$ cat config.mk
export PLATFORM = sky130hd
export DESIGN_NAME = r2dc_cell
export DESIGN_NICKNAME = d
export VERILOG_FILES = /design/src/sv/r2dc_pkg.sv /design/src/sv/r2dc_cell.sv
export SDC_FILE = /design/constraint.sdc
export NUM_CORES = 2
export LEC_CHECK = 0
export ABC_CLOCK_PERIOD_IN_PS = 6800
export BUFFER_PORTS_ARGS = -buffer_cell sky130_fd_sc_hd__buf_4
export CAP_MARGIN = 20
export CORE_ASPECT_RATIO = 0.7
export CORE_MARGIN = 2
export CORE_UTILIZATION = 52
export CTS_BUF_LIST = sky130_fd_sc_hd__clkbuf_8
export DETAILED_ROUTE_END_ITERATION = 8
export PLACE_DENSITY = 0.79
export SYNTH_ARGS = -nofsm -noshare
export SYNTH_HDL_FRONTEND = slang
export SYNTH_SLANG_ARGS = --single-unit
$ cat constraint.sdc
create_clock -name i_clk -period 6.8 [get_ports i_clk]
set_input_delay 1.02 -clock i_clk [delete_from_list [all_inputs] [get_ports i_clk]]
set_output_delay 1.02 -clock i_clk [all_outputs]
set_load 0.03 [all_outputs]
$ cat src/sv/r2dc_pkg.sv
// Shared types and constants of the raster 2-D convolution block.
package r2dc_pkg;

    localparam int VALUE_W   = 8;
    localparam int POS_W     = 11;
    localparam int CFG_W     = 12;
    localparam int RAD_W     = 2;
    localparam int OP_W      = 2;
    localparam int COEF_W    = 16;
    localparam int IDX_W     = 6;
    localparam int CFG_IDX_W = 2;
    localparam int KSLOTS    = 49;
    localparam int PEND_W    = 24;
    // unsigned sample times signed coefficient
    localparam int PROD_W    = VALUE_W + 1 + COEF_W;

    localparam logic [CFG_W-1:0] WIDTH_RST  = 12'd640;
    localparam logic [CFG_W-1:0] HEIGHT_RST = 12'd480;
    localparam logic [RAD_W-1:0] RADIUS_RST = 2'd1;

    // configuration register indexes
    localparam logic [CFG_IDX_W-1:0] CFG_WIDTH  = 2'd0;
    localparam logic [CFG_IDX_W-1:0] CFG_HEIGHT = 2'd1;
    localparam logic [CFG_IDX_W-1:0] CFG_RADIUS = 2'd2;

    typedef enum logic [OP_W-1:0] {
        OP_PIXEL = 2'd0,
        OP_COEF  = 2'd1,
        OP_FLUSH = 2'd2
    } t_op;

    typedef struct packed {
        logic shift;
        logic adv;
    } t_cell_ctl;

    typedef struct packed {
        logic             emit;
        logic             border;
        logic             last;
        logic [POS_W-1:0] row;
        logic [POS_W-1:0] col;
    } t_meta;

endpackage

$ cat src/sv/r2dc_cell.sv
// One window column: holds its samples, passes them on, and forms its dot product.
module r2dc_cell #(
    parameter int ROWS   = 7,
    parameter int CSUM_W = 28
) (
    input  logic                                       i_clk,
    input  r2dc_pkg::t_cell_ctl                        i_ctl,
    input  logic [ROWS-1:0][r2dc_pkg::VALUE_W-1:0]     i_col,
    input  logic [ROWS-1:0][r2dc_pkg::COEF_W-1:0]      i_coef,
    output logic [ROWS-1:0][r2dc_pkg::VALUE_W-1:0]     o_col,
    output logic signed [CSUM_W-1:0]                   o_sum
);

    logic [ROWS-1:0][r2dc_pkg::VALUE_W-1:0] r_col;
    logic signed [r2dc_pkg::PROD_W-1:0]     r_prod [ROWS];
    logic signed [CSUM_W-1:0]               r_sum;
    logic signed [CSUM_W-1:0]               n_sum;

    // shift the column in from the neighbor on each pixel
    always_ff @(posedge i_clk) begin
        if (i_ctl.shift) begin
            r_col <= i_col;
        end
    end

    // register products, then the column sum
    always_ff @(posedge i_clk) begin
        if (i_ctl.adv) begin
            for (int a = 0; a < ROWS; a++) begin
                r_prod[a] <= $signed({1'b0, r_col[a]}) * $signed(i_coef[a]);
            end
            r_sum <= n_sum;
        end
    end

    always_comb begin
        n_sum = '0;
        for (int a = 0; a < ROWS; a++) begin
            n_sum = n_sum + CSUM_W'(r_prod[a]);
        end
    end

    assign o_col = r_col;
    assign o_sum = r_sum;

endmodule

==> results.yml <==
cells_and_area:
  syn_to_final_growth_pct: 9.169
  drive_above_1_share: 0.07047
  multiInputGateArea_mm2: 0.03212
  fill_cells: 7232
  ff_latch_area_mm2: 0.007777
  final_nets: 6362
  layout_commonest_cell: "inv_1"
  layout_common_cells: "inv_1, fa_1, nand2_1"
grt:
  grt_pass1_wl_mm: 175.6
  met2_usage: 0.3705
  grt_antenna_before_repair: 4
  grt-ovfl-total: 0
  grtUsageMet3: 0.06185
  grt_max_degree: 77
  track_usage: 0.2483
  grt_pass1_vias: 33390
  top_usage_layer: "met2"
  use_met1: 0.3632
setup_path:
  critPathKind: "register to register"
  critPathLaunchType: "register"
  worstPathMaxFanout: 17
  critPathLaunch: "o_col[16]"
  worstPathArrival_ns: 5.92
  rr_startpoint: "o_col[16]"
  worst_setup_path_end_kind: "register"
  required_ns: 7.28
yosys:
  yosys_most_used_dff: "edfxtp_1"
  yosys.area_share.simple: 0.1356
  async_reset_ff_frac: 0
  ys_ff_latch: 259
  syn-num-nets: 6120
  synth_top_family_by_area: "adder cells"
  postSynthCellCount: 4729
  synth_area_per_cell_um2: 9.566
  synth.yosys.warnings: 0
  syn_area_mm2: 0.04524
  synth_edf_count: 259
  synthAdderAreaFrac: 0.4770
  synth_xor_area_frac: 0.03311
  ys_seq_area_frac: 0.1719
  synthMuxAreaShare: 0.0004425
  synth-compound-area-share: 0.06392
  synth_cell_types: 67
placed_design:
  gp_congestion: 0.8872
  io_buffers: 254
  post-dp-hpwl_mm: 87.53
clocking:
  clk_latency_ns: 0.70
  cts_sinks: 259
  cts_setup_buffers: 0
  clock_path_buffers: 3
  clock_tree.root_cell: "clkbuf_8"
  cts_buffers: 49
  cts_hold_buf: 0
  htreeDepth: 2
  ctsResizeCount: 0
  cts.clk_slew.worst_paths_ns: 0.08
  cts_tree: "built"
sta:
  max_freq_mhz: 183.7
  finalMaxSlewViolations: 0
  fin_crit_sh: 0.8005
  rsz0062_at_grt: "no"
  setup_tns_ns: 0
  setup_viol: 0
  worstMarginPinSlew_ns: 1.079
  hold_viol: 0
  fin_worst_skew_ns: 0.05639
  maxSlewHeadroom: 0.2805
  post-route-min-period_ns: 5.444
floorplanning:
  row_count: 90
  ioPinCount: 255
  coreArea_mm2: 0.08615
  die-area_mm2: 0.08941
  die_h_um: 250.8
  start_util: 0.5251
  dieWidth_um: 356.5
detailed_routing:
  drt-initial-drc-count: 2471
  dr.pass1.iters: 6
  ant_nets: 0
  vias: 31990
  post_drt_wl_per_cell_um: 17.21
  viasPerCell: 5.193
  drc_errors: 0
  drt_wl_total_mm: 106.0
worst_hold_path:
  hold_class: "input port to register"
  min_from: "i_col[19]"
job:
  max_cap_viol_count: 0
outcome:
  status: "complete, no violations"
[metrics by stage]
step / setup slack [ns] / utilization / instances / instance area, um2 / hold slack (ns)
after global routing: 1.113 / 0.5732 / 6159 / 49380 / 0.4748
after CTS: 1.391 / 0.5732 / 6159 / 49380 / 0.4472
final: 1.356 / 0.5733 / 6160 / 49380 / 0.5010
after detailed placement: 1.144 / 0.5614 / 6070 / 48360 / 0.5938
after floorplan: 1.551 / - / 4729 / 45240 / 0.5256
after global placement: 1.236 / 0.5614 / 6070 / 48360 / 0.5581
[layout make-up]
type	instances	area share
diodes	1	0.00005067
well taps	1150	0.02914
repair buffers	256	0.03904
clock buffers	49	0.01366
inverters	1357	0.1031
clock inverters	40	0.007043
flip-flops and latches	259	0.1575
multi-input cells	3048	0.6504
[kinds of logic after synthesis]
group / Yosys count
buffers and inverters: 1422
and+or+nand+nor: 1224
adders and majority gates: 1220
AOI/OAI and AO/OA: 431
DFF: 259
xor gates and xnor gates: 171
muxes: 2
[cells in the mapped netlist, drive strengths merged, types with 5 or more instances]
cell type	count	area, um2
o211ai	7	52.55
o31ai	11	82.58
a211oi	20	150.1
nand3b	5	37.54
and2	481	3009
o41ai	5	58.81
nor2	104	390.4
nor2b	17	106.4
nor3	33	165.2
nand2b	14	87.58
or3	13	82.58
nand4	9	56.30
a2111oi	5	50.04
fa	841	16840
clkbuf	65	244.0
nand2	487	1828
edfxtp	259	7777
o31a	7	61.31
a21oi	118	590.6
and3	13	81.33
o311ai	6	52.55
o21bai	16	120.1
ha	379	4742
inv	1357	5094
a221oi	5	50.04
a31oi	11	75.07
o21a	36	270.3
a21boi	5	37.53
or2	8	50.05
o21ai	66	330.3
nand3	25	125.1
nor4	7	43.79
xnor2	122	1069
a21o	75	563.0
a31o	9	78.83
xor2	49	429.2
[worst max-delay path, stage by stage (launching register included)]
cell and delay (ns):
edfxtp_1 0.82, nand2_1 0.18, fa_1 0.57, inv_1 0.05, fa_1 0.49, fa_1 0.56
inv_1 0.05, fa_1 0.52, inv_1 0.06, ha_1 0.33, a2111oi_0 0.36, o21ai_1 0.23
a221oi_2 0.47, o21bai_1 0.13, a21oi_1 0.19, xnor2_1 0.21
[state kept, by name, indices dropped and copies added, names as in the netlist]
| name | cells |
|---|---|
| r_prod | 175 |
| o_col | 56 |
| o_sum | 28 |
[worst paths after layout]
kind / end / slack, ns / cells after the start
setup / recovery: r_prod[2][19] / 1.36 / 15
hold reg to reg: o_sum[0] / 0.60 / 1
setup reg to reg: r_prod[2][19] / 1.36 / 15
hold / removal: o_col[19] / 0.50 / 1
[routing by layer]
layer	up-vias	part of all wire
li1	14700	-
met4	2	0.025
met1	15980	0.44
met3	144	0.094
met2	1162	0.44
met5	-	0.000075
Power is left out: the tool's default activity adds up to more than one toggle a clock period on the data nets, which glitch-free logic cannot reach.
